**config.mk**
```make
export PLATFORM = sky130hd
export DESIGN_NAME = utf8_stream_decoder_31bit
export DESIGN_NICKNAME = d
export VERILOG_FILES = /design/src/rtl/udec_pkg.sv /design/src/rtl/utf8_stream_decoder_31bit.sv /design/src/rtl/udec_datapath.sv /design/src/rtl/udec_ctrl.sv
export SDC_FILE = /design/constraint.sdc
export NUM_CORES = 1
export LEC_CHECK = 0
export ABC_AREA = 0
export ABC_CLOCK_PERIOD_IN_PS = 10300
export BUFFER_PORTS_ARGS = -buffer_cell sky130_fd_sc_hd__buf_2
export CAP_MARGIN = 20
export CORE_MARGIN = 4
export CORE_UTILIZATION = 42
export DETAILED_ROUTE_END_ITERATION = 6
export SLEW_MARGIN = 20
export SYNTH_ARGS = -nofsm -noshare
export SYNTH_HDL_FRONTEND = slang
export SYNTH_SLANG_ARGS = --single-unit
```
**constraint.sdc**
```tcl
create_clock -name clk -period 10.3 [get_ports clk]
set_input_delay 2.06 -clock clk [delete_from_list [all_inputs] [get_ports clk]]
set_output_delay 2.06 -clock clk [all_outputs]
set_load 0.02 [all_outputs]
```
**src/rtl/udec_pkg.sv**
```systemverilog
package udec_pkg;

  // byte store: five pending bytes plus the incoming one
  localparam int BufDepth = 6;
  localparam int CntW     = 3;
  localparam int CpW      = 31;

  // commands from the controller to the datapath
  typedef struct packed {
    logic load;       // take the input beat into the byte store
    logic advance;    // consume the front of the store, capture its result
    logic push;       // move the held result into the output register
    logic push_last;  // the pushed result closes the current item
    logic drop_hold;  // the held result is gone
  } udec_cmd_t;

  // status from the datapath to the controller
  typedef struct packed {
    logic emit;        // decode step yields a result
    logic done;        // store empty or holds only an unfinished sequence
    logic hold_valid;  // a result waits in the hold register
    logic out_free;    // output register can take a result this cycle
  } udec_stat_t;

endpackage

```
**src/rtl/utf8_stream_decoder_31bit.sv**
```systemverilog
// UTF-8 stream decoder for the original one- to six-byte forms (31-bit values).
// Input channel in_valid/in_ready carries one beat: data_byte, or flush to
// release the bytes of an unfinished sequence as raw invalid bytes.
// Output channel out_valid/out_ready carries one result per beat: code_point,
// invalid (raw byte outside a valid sequence) and last (final result of the
// input beat). An input beat yields zero to six results.
// Timing: a beat is taken only while the decoder is idle. One decode step runs
// per cycle while the output does not stall, and each step consumes the front
// of the byte store, resolving one lead byte. A step's result passes through
// the hold register into the output register; further results follow one per
// cycle while the output does not stall.
// Reset (rst, synchronous) empties the byte store and drops any pending result.
// When the receiver stalls, the output register holds its result, the decode
// step waits and in_ready stays low until the item's last result has moved into
// the output register; a new beat can be taken while it still waits there.
module utf8_stream_decoder_31bit (
  input  logic        clk,
  input  logic        rst,
  input  logic        in_valid,
  output logic        in_ready,
  input  logic [7:0]  data_byte,
  input  logic        flush,
  output logic        out_valid,
  input  logic        out_ready,
  output logic [30:0] code_point,
  output logic        invalid,
  output logic        last
);
  import udec_pkg::*;

  udec_cmd_t  cmd;
  udec_stat_t stat;

  // sequencing of load, decode steps and result hand-off
  udec_ctrl u_ctrl (
    .clk      (clk),
    .rst      (rst),
    .in_valid (in_valid),
    .in_ready (in_ready),
    .stat     (stat),
    .cmd      (cmd)
  );

  // byte store, decode step and result registers
  udec_datapath u_datapath (
    .clk        (clk),
    .rst        (rst),
    .data_byte  (data_byte),
    .flush      (flush),
    .cmd        (cmd),
    .stat       (stat),
    .out_ready  (out_ready),
    .out_valid  (out_valid),
    .code_point (code_point),
    .invalid    (invalid),
    .last       (last)
  );

endmodule

```
**src/rtl/udec_datapath.sv**
```systemverilog
module udec_datapath (
  input  logic                   clk,
  input  logic                   rst,
  input  logic [7:0]             data_byte,
  input  logic                   flush,
  input  udec_pkg::udec_cmd_t    cmd,
  output udec_pkg::udec_stat_t   stat,
  input  logic                   out_ready,
  output logic                   out_valid,
  output logic [30:0]            code_point,
  output logic                   invalid,
  output logic                   last
);
  import udec_pkg::*;

  localparam logic [7:0] LeadTwo   = 8'hC0;
  localparam logic [7:0] LeadThree = 8'hE0;
  localparam logic [7:0] LeadFour  = 8'hF0;
  localparam logic [7:0] LeadFive  = 8'hF8;
  localparam logic [7:0] LeadSix   = 8'hFC;
  localparam logic [7:0] LeadBad   = 8'hFE;
  localparam logic [1:0] ContTag   = 2'b10;

  // sequence length announced by a lead byte, zero when it cannot lead
  function automatic logic [CntW-1:0] seq_len(input logic [7:0] b);
    logic [CntW-1:0] n;
    if (b < LeadTwo)        n = CntW'(0);
    else if (b < LeadThree) n = CntW'(2);
    else if (b < LeadFour)  n = CntW'(3);
    else if (b < LeadFive)  n = CntW'(4);
    else if (b < LeadSix)   n = CntW'(5);
    else if (b < LeadBad)   n = CntW'(6);
    else                    n = CntW'(0);
    return n;
  endfunction

  logic [BufDepth-1:0][7:0] pend;
  logic [BufDepth-1:0][7:0] pend_shifted;
  logic [CntW-1:0]          cnt;
  logic                     flush_mode;
  logic                     hold_valid;
  logic [CpW-1:0]           hold_cp;
  logic                     hold_inv;

  logic [7:0]      lead;
  logic [CntW-1:0] need;
  logic            bad;
  logic            short_seq;
  logic            overlong;
  logic [CpW-1:0]  value;
  logic [CpW-1:0]  least;
  logic [CpW-1:0]  step_cp;
  logic            step_inv;
  logic [CntW-1:0] shift;
  logic            stop;

  // one decode step on the front of the byte store
  always_comb begin
    lead = pend[0];
    need = seq_len(lead);
    bad  = 1'b0;
    for (int i = 1; i < BufDepth; i++) begin
      if ((CntW'(i) < need) && (CntW'(i) < cnt) && (pend[i][7:6] != ContTag)) begin
        bad = 1'b1;
      end
    end
    short_seq = cnt < need;
    unique case (need)
      3'd2: begin
        value = {20'b0, lead[4:0], pend[1][5:0]};
        least = 31'h80;
      end
      3'd3: begin
        value = {15'b0, lead[3:0], pend[1][5:0], pend[2][5:0]};
        least = 31'h800;
      end
      3'd4: begin
        value = {10'b0, lead[2:0], pend[1][5:0], pend[2][5:0], pend[3][5:0]};
        least = 31'h10000;
      end
      3'd5: begin
        value = {5'b0, lead[1:0], pend[1][5:0], pend[2][5:0], pend[3][5:0],
                 pend[4][5:0]};
        least = 31'h200000;
      end
      3'd6: begin
        value = {lead[0], pend[1][5:0], pend[2][5:0], pend[3][5:0], pend[4][5:0],
                 pend[5][5:0]};
        least = 31'h4000000;
      end
      default: begin
        value = '0;
        least = '0;
      end
    endcase
    overlong = value < least;

    // default outcome: front byte leaves as a raw invalid byte
    step_cp  = {23'b0, lead};
    step_inv = 1'b1;
    shift    = CntW'(1);
    stop     = 1'b0;
    if (cnt == '0) begin
      stop = 1'b1;
    end else if (flush_mode) begin
      step_inv = 1'b1;
    end else if (!lead[7]) begin
      step_inv = 1'b0;
    end else if ((need == '0) || bad) begin
      step_inv = 1'b1;
    end else if (short_seq) begin
      stop = 1'b1;
    end else if (!overlong) begin
      step_cp  = value;
      step_inv = 1'b0;
      shift    = need;
    end
  end

  assign pend_shifted = pend >> {shift, 3'b000};

  assign stat.emit       = !stop;
  assign stat.done       = stop;
  assign stat.hold_valid = hold_valid;
  assign stat.out_free   = !out_valid || out_ready;

  // control state
  always_ff @(posedge clk) begin
    if (rst) begin
      cnt        <= '0;
      flush_mode <= 1'b0;
      hold_valid <= 1'b0;
      out_valid  <= 1'b0;
    end else begin
      if (cmd.load) begin
        if (flush) begin
          flush_mode <= 1'b1;
        end else begin
          flush_mode <= 1'b0;
          cnt        <= cnt + CntW'(1);
        end
      end else if (cmd.advance) begin
        cnt <= cnt - shift;
      end
      if (cmd.advance) begin
        hold_valid <= 1'b1;
      end else if (cmd.drop_hold) begin
        hold_valid <= 1'b0;
      end
      if (cmd.push) begin
        out_valid <= 1'b1;
      end else if (out_ready) begin
        out_valid <= 1'b0;
      end
    end
  end

  // byte store, hold and output payload
  always_ff @(posedge clk) begin
    if (cmd.load && !flush) begin
      pend[cnt] <= data_byte;
    end else if (cmd.advance) begin
      pend <= pend_shifted;
    end
    if (cmd.advance) begin
      hold_cp  <= step_cp;
      hold_inv <= step_inv;
    end
    if (cmd.push) begin
      code_point <= hold_cp;
      invalid    <= hold_inv;
      last       <= cmd.push_last;
    end
  end

  // store never overfills
  a_cnt_range: assert property (@(posedge clk) disable iff (rst)
    cnt <= CntW'(BufDepth))
    else $error("byte store count out of range");

  // flushed bytes always leave as raw bytes
  a_flush_raw: assert property (@(posedge clk) disable iff (rst)
    (cmd.advance && flush_mode) |=> hold_inv)
    else $error("flushed byte not marked invalid");

  // a pushed result is offered at the output
  a_push_out: assert property (@(posedge clk) disable iff (rst)
    cmd.push |=> out_valid)
    else $error("pushed result not presented");

endmodule

```
**src/rtl/udec_ctrl.sv**
```systemverilog
module udec_ctrl (
  input  logic                  clk,
  input  logic                  rst,
  input  logic                  in_valid,
  output logic                  in_ready,
  input  udec_pkg::udec_stat_t  stat,
  output udec_pkg::udec_cmd_t   cmd
);
  import udec_pkg::*;

  typedef enum logic {
    IDLE,
    SCAN
  } state_t;

  state_t state;
  logic   go_emit;
  logic   go_done;

  assign in_ready = (state == IDLE);

  // a step may retire only if the held result can move on
  always_comb begin
    go_emit = (state == SCAN) && stat.emit && (!stat.hold_valid || stat.out_free);
    go_done = (state == SCAN) && stat.done && (!stat.hold_valid || stat.out_free);
    cmd.load      = in_valid && in_ready;
    cmd.advance   = go_emit;
    cmd.push      = (go_emit || go_done) && stat.hold_valid;
    cmd.push_last = go_done;
    cmd.drop_hold = go_done;
  end

  always_ff @(posedge clk) begin
    if (rst) begin
      state <= IDLE;
    end else begin
      unique case (state)
        IDLE: begin
          if (in_valid) state <= SCAN;
        end
        SCAN: begin
          if (go_done) state <= IDLE;
        end
        default: state <= IDLE;
      endcase
    end
  end

  // closing result ends the item
  a_last_idle: assert property (@(posedge clk) disable iff (rst)
    cmd.push_last |=> (state == IDLE))
    else $error("controller still busy after closing result");

  // no beat taken while a step is in flight
  a_no_load_scan: assert property (@(posedge clk) disable iff (rst)
    (state == SCAN) |-> !cmd.load)
    else $error("input beat taken during decode");

  // a result is pushed only into a free output register
  a_push_free: assert property (@(posedge clk) disable iff (rst)
    cmd.push |-> stat.out_free)
    else $error("result pushed over a waiting output beat");

endmodule
```
==> impl_metrics.json, run 1 <==
{
  "status": "complete, no violations",
  "ys_seq_elements": 120,
  "switching_power_mw": 0.522,
  "critPathCaptureType": "register",
  "synth_nets": 653,
  "p_clk_share_pct": 35.1,
  "synth-simple-area-share_pct": 17.1,
  "synth_ff_type": "edfxtp_1",
  "drv_cap": 0,
  "grt_pass1_wl_um": 30800,
  "drv_slew": 0,
  "p_total_mw": 1.61,
  "dieWidth_um": 135,
  "syn2layout_area_growth_pct": 13.7,
  "routed_wl_um": 19700,
  "grt_max_degree": 43,
  "grt_usage_pct": 22.2,
  "path_max_fanout": 42,
  "irDropWorstVdd_v": 0.000116,
  "fin_worst_skew_ps": 7.19,
  "synthMuxAreaShare_pct": 1.78,
  "combPwrFrac_pct": 21.6,
  "cts_sinks": 120,
  "viasPerCell": 6.23,
  "ant_nets": 0,
  "final-instance-count-excl-fill": 890,
  "h-tree-depth": 4,
  "max_freq_ghz": 0.169,
  "internal_power_mw": 1.09,
  "vias": 5544,
  "drive_gt1_share_pct": 16.9,
  "nets": 683,
  "dr.pass1.iters": 7,
  "initial_core_util_pct": 42.6,
  "swShare_pct": 32.4,
  "dp_worst_setup_slack_ps": 4450,
  "core_um2": 15800,
  "die_h_um": 135,
  "antenna_found_initial": 0,
  "worst_pin_slew_ps": 1040,
  "cts.clk_slew.worst_paths_ps": 50,
  "hold_depth": 0,
  "root_buffer": "clkbuf_16",
  "cp_top_family": "compound AO/OA/AOI/OAI gates",
  "critPathLaunchType": "register",
  "leakage_nw": 2.53,
  "min_period_ps": 5910,
  "synthCells": 631,
  "critical_path_required_ps": 10660,
  "cts_resized": 0,
  "critPathMaxStageDelay_ps": 580,
  "place_congestion": 0.912,
  "dp_cells": 858,
  "fin_area_um2": 7660,
  "cts_tree": "yes",
  "drt_iter0_markers": 772,
  "path_depth": 18,
  "cts_buffer_depth": 2,
  "path_cells": "nand3b_2 > a31oi_2 > clkinv_1 > ha_1 > or2_2 > a21oi_1 > a21oi_1 > nand3_1 > a2111oi_4 > nor2_8 > nor2_4 > clkinv_1 > ha_1 > nand2_1 > fa_1 > o21bai_1 > a311oi_1 > a41o_1",
  "ios": 48,
  "fin_util_pct": 48.4,
  "grt_setup_unrepaired": "no",
  "port_buffers": 47,
  "overflow": 0,
  "postSynthAreaPerCell_um2": 10.7,
  "hp-class": "reg -> reg",
  "antenna_cells": 0,
  "yosysSeqAreaShare_pct": 52.4,
  "final_common_cell": "edfxtp_1",
  "synth_edf_count": 113,
  "r2r_cells": 18,
  "hold_viol": 0,
  "synth_top_family_by_area": "compound AO/OA/AOI/OAI gates",
  "slowest_stage": "edfxtp_1",
  "holdWs_ps": 414,
  "cts_hold_buf": 0,
  "setup_viol": 0,
  "yosysWarnings": 0,
  "synth_async_sr_flop_share_pct": 0,
  "grt_pass1_vias": 5298,
  "setup_slack_ps": 4390,
  "wl_per_cell_um": 22.2,
  "fin_tns_setup_ps": 0,
  "dpl.hpwl_um": 13800,
  "min_period_over_period_pct": 57.4,
  "die-area_um2": 18100,
  "drcViolationCount": 0,
  "power.density_nw_per_um2": 211,
  "final_cell_mix": "113 x edfxtp_1, 57 x nand2_1, 47 x buf_2",
  "cts_buffers": 17,
  "rows": 46,
  "seq_power_share_pct": 43.3,
  "synthesis.area_um2": 6740,
  "path_class": "reg -> reg",
  "synthXorXnorAreaFrac_pct": 0,
  "crit_buf_inv": 2,
  "clock_latency_ps": 420,
  "yosys.cell_types.count": 74,
  "relSlewSlack_pct": 30.1,
  "synthAdderAreaFrac_pct": 1.78,
  "synth_compound_area_share_pct": 22.0,
  "post-cts-setup-buffers": 0,
  "placed_cell_area_um2": 7100,
  "crit_arrival_ps": 6270
}
==> metal layers <==
metal	GRT usage [%]	routed length [um]
met2	33.9	8990
met5	0	0
met3	4.40	1720
met4	9.73	624
met1	30.8	8400
==> power groups by stage <==
stage | Combinational (mW) | Clock, mW | Sequential (mW)
floorplan | 0.273 | 0 | 0.663
global placement | 0.339 | 0 | 0.703
detailed placement | 0.344 | 0 | 0.705
CTS | 0.346 | 0.573 | 0.696
global route | 0.381 | 0.599 | 0.705
finish | 0.349 | 0.566 | 0.699
==> cell usage after synthesis (8+ instances only) <==
master | number | area (um^2)
edfxtp_1 | 113 | 3390
o221ai_1 | 9 | 78.8
mux2i_1 | 12 | 120
clkbuf_1 | 23 | 86.3
or2_2 | 8 | 50.1
o21ai_0 | 19 | 95.1
inv_1 | 24 | 90.1
nor3_1 | 17 | 85.1
and2_1 | 21 | 131
ha_1 | 8 | 100
a222oi_1 | 13 | 130
nor2_1 | 42 | 158
a31oi_1 | 11 | 68.8
nand3_1 | 15 | 75.1
nand2b_1 | 10 | 62.6
a22oi_1 | 17 | 128
o21ai_1 | 18 | 90.1
o211ai_1 | 11 | 82.6
a21oi_1 | 41 | 205
nand2_1 | 57 | 214
a32oi_1 | 9 | 78.8
==> cell type report <==
class	instances	area (um^2)
Clock buffer	20	437
Clock inverter	12	129
Fill cell	1469	8160
Inverter	26	97.6
Multi-Input combinational cell	438	2880
Sequential cell	120	3530
Tap cell	216	270
Timing Repair Buffer	58	318
==> flip-flops by register name (all words and copies together), names as in the netlist <==
name	cells
u_datapath.cnt	3
u_ctrl.state	1
u_datapath.hold_inv	1
u_datapath.out_valid	1
u_datapath.code_point	31
u_datapath.hold_cp	31
u_datapath.invalid	1
u_datapath.flush_mode	1
u_datapath.pend	40
u_datapath.lead	8
u_datapath.last	1
u_datapath.hold_valid	1
==> worst paths after layout <==
path | from | endpoint | slack, ps
max | u_datapath.lead[1] | u_datapath.cnt[2] | 4390
min | u_datapath.hold_cp[1] | u_datapath.code_point[1] | 410
max reg2reg | u_datapath.lead[1] | u_datapath.cnt[2] | 4390
min reg2reg | u_datapath.hold_cp[1] | u_datapath.code_point[1] | 410
==> kinds of logic after synthesis <==
family,Yosys count
and+or+nand+nor,214
muxes,12
adders and majority gates,9
AOI/OAI and AO/OA,203
DFF,120
buffers and inverters,73
(Power assumes the default switching activity.)
==> run 2, diff against run 1 <==
--- a/config.mk
+++ b/config.mk
@@ -6,7 +6,7 @@
 export NUM_CORES = 1
 export LEC_CHECK = 0
 export ABC_AREA = 0
-export ABC_CLOCK_PERIOD_IN_PS = 10300
+export ABC_CLOCK_PERIOD_IN_PS = 5100
 export BUFFER_PORTS_ARGS = -buffer_cell sky130_fd_sc_hd__buf_2
 export CAP_MARGIN = 20
 export CORE_MARGIN = 4
==> constraint.sdc (replaced) <==
create_clock -name clk -period 5.1 [get_ports clk]
set_input_delay 1.02 -clock clk [delete_from_list [all_inputs] [get_ports clk]]
set_output_delay 1.02 -clock clk [all_outputs]
set_load 0.02 [all_outputs]
==> impl_metrics.json, run 2 (synthesized netlist as in run 1, its figures left out) <==
{
  "status": "complete, no violations",
  "path_max_fanout": 10,
  "vias": 5629,
  "largest_register_ffs": 40,
  "critPathCaptureType": "register",
  "crit_buf_inv": 3,
  "final_cell_mix": "113 x edfxtp_1, 57 x nand2_1, 47 x buf_2",
  "clock_latency_ps": 420,
  "die-area_um2": 18100,
  "dp_worst_setup_slack_ps": 300,
  "drv_cap": 0,
  "fin_util_pct": 49.4,
  "holdWs_ps": 413,
  "slowest_stage": "edfxtp_1",
  "cts.clk_slew.worst_paths_ps": 50,
  "setup_slack_ps": 364,
  "drt_iter0_markers": 833,
  "hold_viol": 0,
  "antenna_cells": 0,
  "path_class": "reg -> reg",
  "grt_max_degree": 34,
  "fin_worst_skew_ps": 9.88,
  "nets": 698,
  "cts_buffers": 17,
  "irDropWorstVdd_v": 0.000239,
  "cts_tree": "yes",
  "fin_area_um2": 7820,
  "cts_sinks": 120,
  "syn2layout_area_growth_pct": 15.9,
  "grt_pass1_vias": 5417,
  "grt_pass1_wl_um": 32100,
  "antenna_found_initial": 0,
  "core_um2": 15800,
  "fin_tns_setup_ps": 0,
  "ant_nets": 0,
  "place_congestion": 0.956,
  "h-tree-depth": 4,
  "port_buffers": 47,
  "leakage_nw": 2.62,
  "final_common_cell": "edfxtp_1",
  "die_h_um": 135,
  "critPathMaxStageDelay_ps": 530,
  "grt_usage_pct": 23.0,
  "power.density_nw_per_um2": 431,
  "overflow": 0,
  "cp_top_family": "compound AO/OA/AOI/OAI gates",
  "cts_buffer_depth": 2,
  "initial_core_util_pct": 42.6,
  "max_freq_ghz": 0.211,
  "crit_arrival_ps": 5100,
  "drcViolationCount": 0,
  "relSlewSlack_pct": 34.4,
  "hp-class": "reg -> reg",
  "critPathLaunchType": "register",
  "dpl.hpwl_um": 14500,
  "drv_slew": 0,
  "min_period_over_period_pct": 92.9,
  "setup_viol": 0,
  "placed_cell_area_um2": 7200,
  "rows": 46,
  "drive_gt1_share_pct": 19.3,
  "regMostFlops": "u_datapath.pend",
  "path_cells": "nand2b_1 > nor2_1 > a222oi_1 > inv_1 > ha_1 > inv_1 > or2_1 > a311o_1 > a2111oi_4 > nor2_8 > nor2_4 > clkinvlp_4 > ha_1 > nand2_1 > fa_1 > o21bai_1 > a311oi_1 > a41o_1",
  "dieWidth_um": 135,
  "routed_wl_um": 20300,
  "min_period_ps": 4740,
  "wl_per_cell_um": 22.4,
  "dr.pass1.iters": 7,
  "root_buffer": "clkbuf_16",
  "grt_setup_unrepaired": "no",
  "cts_hold_buf": 0,
  "dp_cells": 871,
  "fillers": 1405,
  "p_total_mw": 3.37,
  "critical_path_required_ps": 5460,
  "final-instance-count-excl-fill": 905,
  "viasPerCell": 6.22,
  "ios": 48,
  "largest_registers": "u_datapath.pend (40), u_datapath.code_point (31), u_datapath.hold_cp (31)",
  "worst_pin_slew_ps": 977
}
## run 2: report_power, final
group / internal, mW / switching (mW) / leakage, nW
Sequential: 1.25 / 0.134 / 1.10
Clock: 0.770 / 0.449 / 0.289
Combinational: 0.261 / 0.502 / 1.24
Total: 2.28 / 1.08 / 2.62
## run 2: worst reg2reg max path, cell delays in order (launching register included)
cell	delay, ps
edfxtp_1	530
nand2b_1	200
nor2_1	70
a222oi_1	430
inv_1	90
ha_1	300
inv_1	50
or2_1	210
a311o_1	370
a2111oi_4	460
nor2_8	90
nor2_4	210
clkinvlp_4	240
ha_1	330
nand2_1	70
fa_1	430
o21bai_1	190
a311oi_1	270
a41o_1	120
## run 2: path summary, 6_finish.rpt
check	from	to	slack, ps	cells past startpoint
setup reg to reg	u_datapath.lead[3]	u_datapath.cnt[2]	360	18
setup / recovery	u_datapath.lead[3]	u_datapath.cnt[2]	360	18
hold / removal	u_datapath.hold_cp[22]	u_datapath.code_point[22]	410	0
hold reg to reg	u_datapath.hold_cp[22]	u_datapath.code_point[22]	410	0
## run 2: layout make-up
| type | count | area, um^2 | area share (%) |
|---|---|---|---|
| Clock buffer | 18 | 429 | 5.49 |
| Clock inverter | 14 | 171 | 2.19 |
| Inverter | 26 | 101 | 1.30 |
| Multi-Input combinational cell | 438 | 2880 | 36.8 |
| Sequential cell | 120 | 3530 | 45.2 |
| Tap cell | 216 | 270 | 3.46 |
| Timing Repair Buffer | 73 | 430 | 5.51 |
## run 2: what timing repair did
action	4_1_cts	5_1_grt
setup buffers	0	2
endpoints found under the setup margin	0	1
gates resized for setup	0	1
## run 2: layer usage
metal / wire length (um) / vias to the layer above / track usage, %
met5: 0 / - / 0
met4: 354 / 0 / 6.56
met3: 1640 / 28 / 5.74
met2: 9440 / 310 / 35.4
met1: 8850 / 2746 / 32.6
li1: - / 2545 / -
==> run 3, diff against run 2 <==
--- a/config.mk
+++ b/config.mk
@@ -15,4 +15,5 @@
 export SLEW_MARGIN = 20
 export SYNTH_ARGS = -nofsm -noshare
 export SYNTH_HDL_FRONTEND = slang
+export SYNTH_HIERARCHICAL = 1
 export SYNTH_SLANG_ARGS = --single-unit
==> impl_metrics.json, run 3 <==
{
  "cts_buffer_depth": 2,
  "vias": 5217,
  "slowest_stage": "a31oi_1",
  "cts_buffers": 17,
  "nets": 652,
  "initial_core_util_pct": 43.2,
  "max_freq_ghz": 0.213,
  "critPathMaxStageDelay_ps": 520,
  "leakage_nw": 2.72,
  "final_common_cell": "edfxtp_1",
  "antenna_found_initial": 0,
  "cts_resized": 0,
  "synth_edf_count": 113,
  "overflow": 0,
  "dp_cells": 823,
  "grt_usage_pct": 20.7,
  "final-instance-count-excl-fill": 855,
  "grt_max_degree": 37,
  "drcViolationCount": 0,
  "fin_worst_skew_ps": 10.3,
  "p_total_mw": 3.32,
  "crit_buf_inv": 2,
  "synth_top_area_share_pct": 51.0,
  "post-cts-setup-buffers": 0,
  "hold_viol": 0,
  "ios": 48,
  "synth.top_cells.by_area": "edfxtp_1 51%, nand2_1 3.3%, mux2i_1 3.2%, a22oi_1 2.6%, a221o_1 2.6%",
  "critical_path_required_ps": 5420,
  "root_buffer": "clkbuf_16",
  "cp_top_family": "compound AO/OA/AOI/OAI gates",
  "drive_gt1_share_pct": 21.1,
  "largest_register_ffs": 40,
  "yosysWarnings": 6,
  "drv_slew": 0,
  "synthTopCellsByCount": "113 x edfxtp_1, 59 x nand2_1, 39 x nor2_1, 26 x a21oi_1, 23 x a22oi_1",
  "yosysTopAreaCell": "edfxtp_1",
  "die-area_um2": 17900,
  "yosysSeqAreaShare_pct": 53.2,
  "cts_sinks": 120,
  "synth_nets": 610,
  "irDropWorstVdd_v": 0.000249,
  "routed_wl_um": 18500,
  "regMostFlops": "u_datapath/pend",
  "dieWidth_um": 134,
  "viasPerCell": 6.10,
  "path_max_fanout": 7,
  "rows": 45,
  "relSlewSlack_pct": 27.4,
  "grt_setup_unrepaired": "no",
  "path_class": "reg -> reg",
  "grt_pass1_wl_um": 28800,
  "critPathCaptureType": "register",
  "status": "complete, no violations",
  "fin_tns_setup_ps": 0,
  "ant_nets": 0,
  "synthesis.area_um2": 6650,
  "yosys.cell_types.count": 76,
  "register_area_um2": 3530,
  "yosys.cell_count.top_type": "edfxtp_1",
  "fillers": 1375,
  "worst_pin_slew_ps": 1080,
  "cts.clk_slew.worst_paths_ps": 60,
  "drv_cap": 0,
  "grt_pass1_vias": 5011,
  "drt_iter0_markers": 707,
  "critPathLaunchType": "register",
  "synthCells": 589,
  "cts_hold_buf": 0,
  "path_cells": "nand4_2 > a31oi_1 > inv_1 > ha_1 > o221ai_1 > a211oi_2 > nand3_2 > o21a_2 > nor2_1 > inv_1 > ha_1 > nand2b_1 > fa_1 > xnor2_1 > xnor2_1 > o311ai_1",
  "port_buffers": 47,
  "fin_area_um2": 7700,
  "setup_viol": 0,
  "clock_latency_ps": 410,
  "syn2layout_area_growth_pct": 15.9,
  "min_period_ps": 4690,
  "largest_registers": "u_datapath/pend (40), u_datapath/code_point (31), u_datapath/hold_cp (31)",
  "die_h_um": 134,
  "multi_input_area_um2": 2840,
  "fin_util_pct": 50.1,
  "crit_arrival_ps": 5000,
  "placed_cell_area_um2": 7080,
  "postSynthAreaPerCell_um2": 11.3,
  "cts_tree": "yes",
  "h-tree-depth": 4,
  "synth_async_sr_flop_share_pct": 0,
  "final_cell_mix": "113 x edfxtp_1, 59 x nand2_1, 47 x buf_2",
  "dpl.hpwl_um": 13100,
  "core_um2": 15400,
  "ys_seq_elements": 120,
  "place_congestion": 0.962,
  "wl_per_cell_um": 21.6,
  "min_period_over_period_pct": 91.9,
  "power.density_nw_per_um2": 430,
  "antenna_cells": 0,
  "dr.pass1.iters": 7,
  "hp-class": "reg -> reg",
  "synth_ff_type": "edfxtp_1"
}
run 3: cell types whose count changed in the layout (fill, tap and decap cells not counted), sizes merged, moves of 12 or more:
cell	change
o21ai	-12
a221o	+15
a21oi	-15
mux2	+12
run 3: final cells by class:
type | count | area share [%]
clock buffers | 17 | 5.52
clock inverters | 15 | 2.58
inverters | 22 | 1.07
multi-input cells | 406 | 36.8
flip-flops and latches | 120 | 45.9
well taps | 211 | 3.43
repair buffers | 64 | 4.71
run 3: kinds of logic (layout without fill, tap and decap cells):
kind of cell               count (synthesis)  in the layout  share of synthesized area [%]
AOI/OAI and AO/OA                        177            177                           20.3
xor gates and xnor gates                   2              2                          0.264
adders and majority gates                  8              8                           1.62
buffers and inverters                     63            118                           4.55
DFF                                      120            120                           53.2
muxes                                     33             33                           5.65
and+or+nand+nor                          186            186                           14.5
run 3: through the flow:
step / setup WS [ps] / hold WS, ps
floorplan: 965 / 400
global placement: 724 / 400
CTS: 489 / 416
finish: 413 / 414
global route: 93.2 / 420
detailed placement: 492 / 405
run 3: final timing paths:
path / end / start / depth (start not counted) / slack (ps)
max: u_datapath/cnt[2] / u_datapath/lead[7] / 16 / 410
min: u_datapath/code_point[18] / u_datapath/hold_cp[18] / 0 / 410
max reg2reg: u_datapath/cnt[2] / u_datapath/lead[7] / 16 / 410
min reg2reg: u_datapath/code_point[18] / u_datapath/hold_cp[18] / 0 / 410
run 3: power by group:
group / switching, mW / internal (mW) / total (mW)
combinational: 0.431 / 0.249 / 0.680
clock: 0.440 / 0.817 / 1.26
sequential: 0.135 / 1.24 / 1.38
run 3: worst reg2reg max path, delay by kind of cell, from the launching register on:
family / cells / cell delay [ps]
buf+inv: 2 / 280
xor+xnor: 2 / 320
simple gates: 4 / 940
flops: 1 / 450
fa+ha+maj: 3 / 1070
compound gates: 5 / 1530
run 3: layer usage:
layer  wire, um  share of wire (%)  global-route usage, %  up-vias
met2       8310                 45                   30.9      318
met5          0                  0                      0        -
li1           -                  -                      -     2371
met3       1730                9.4                   4.54       49
met4        594                3.2                   9.43        0
met1       7820                 42                   28.9     2479
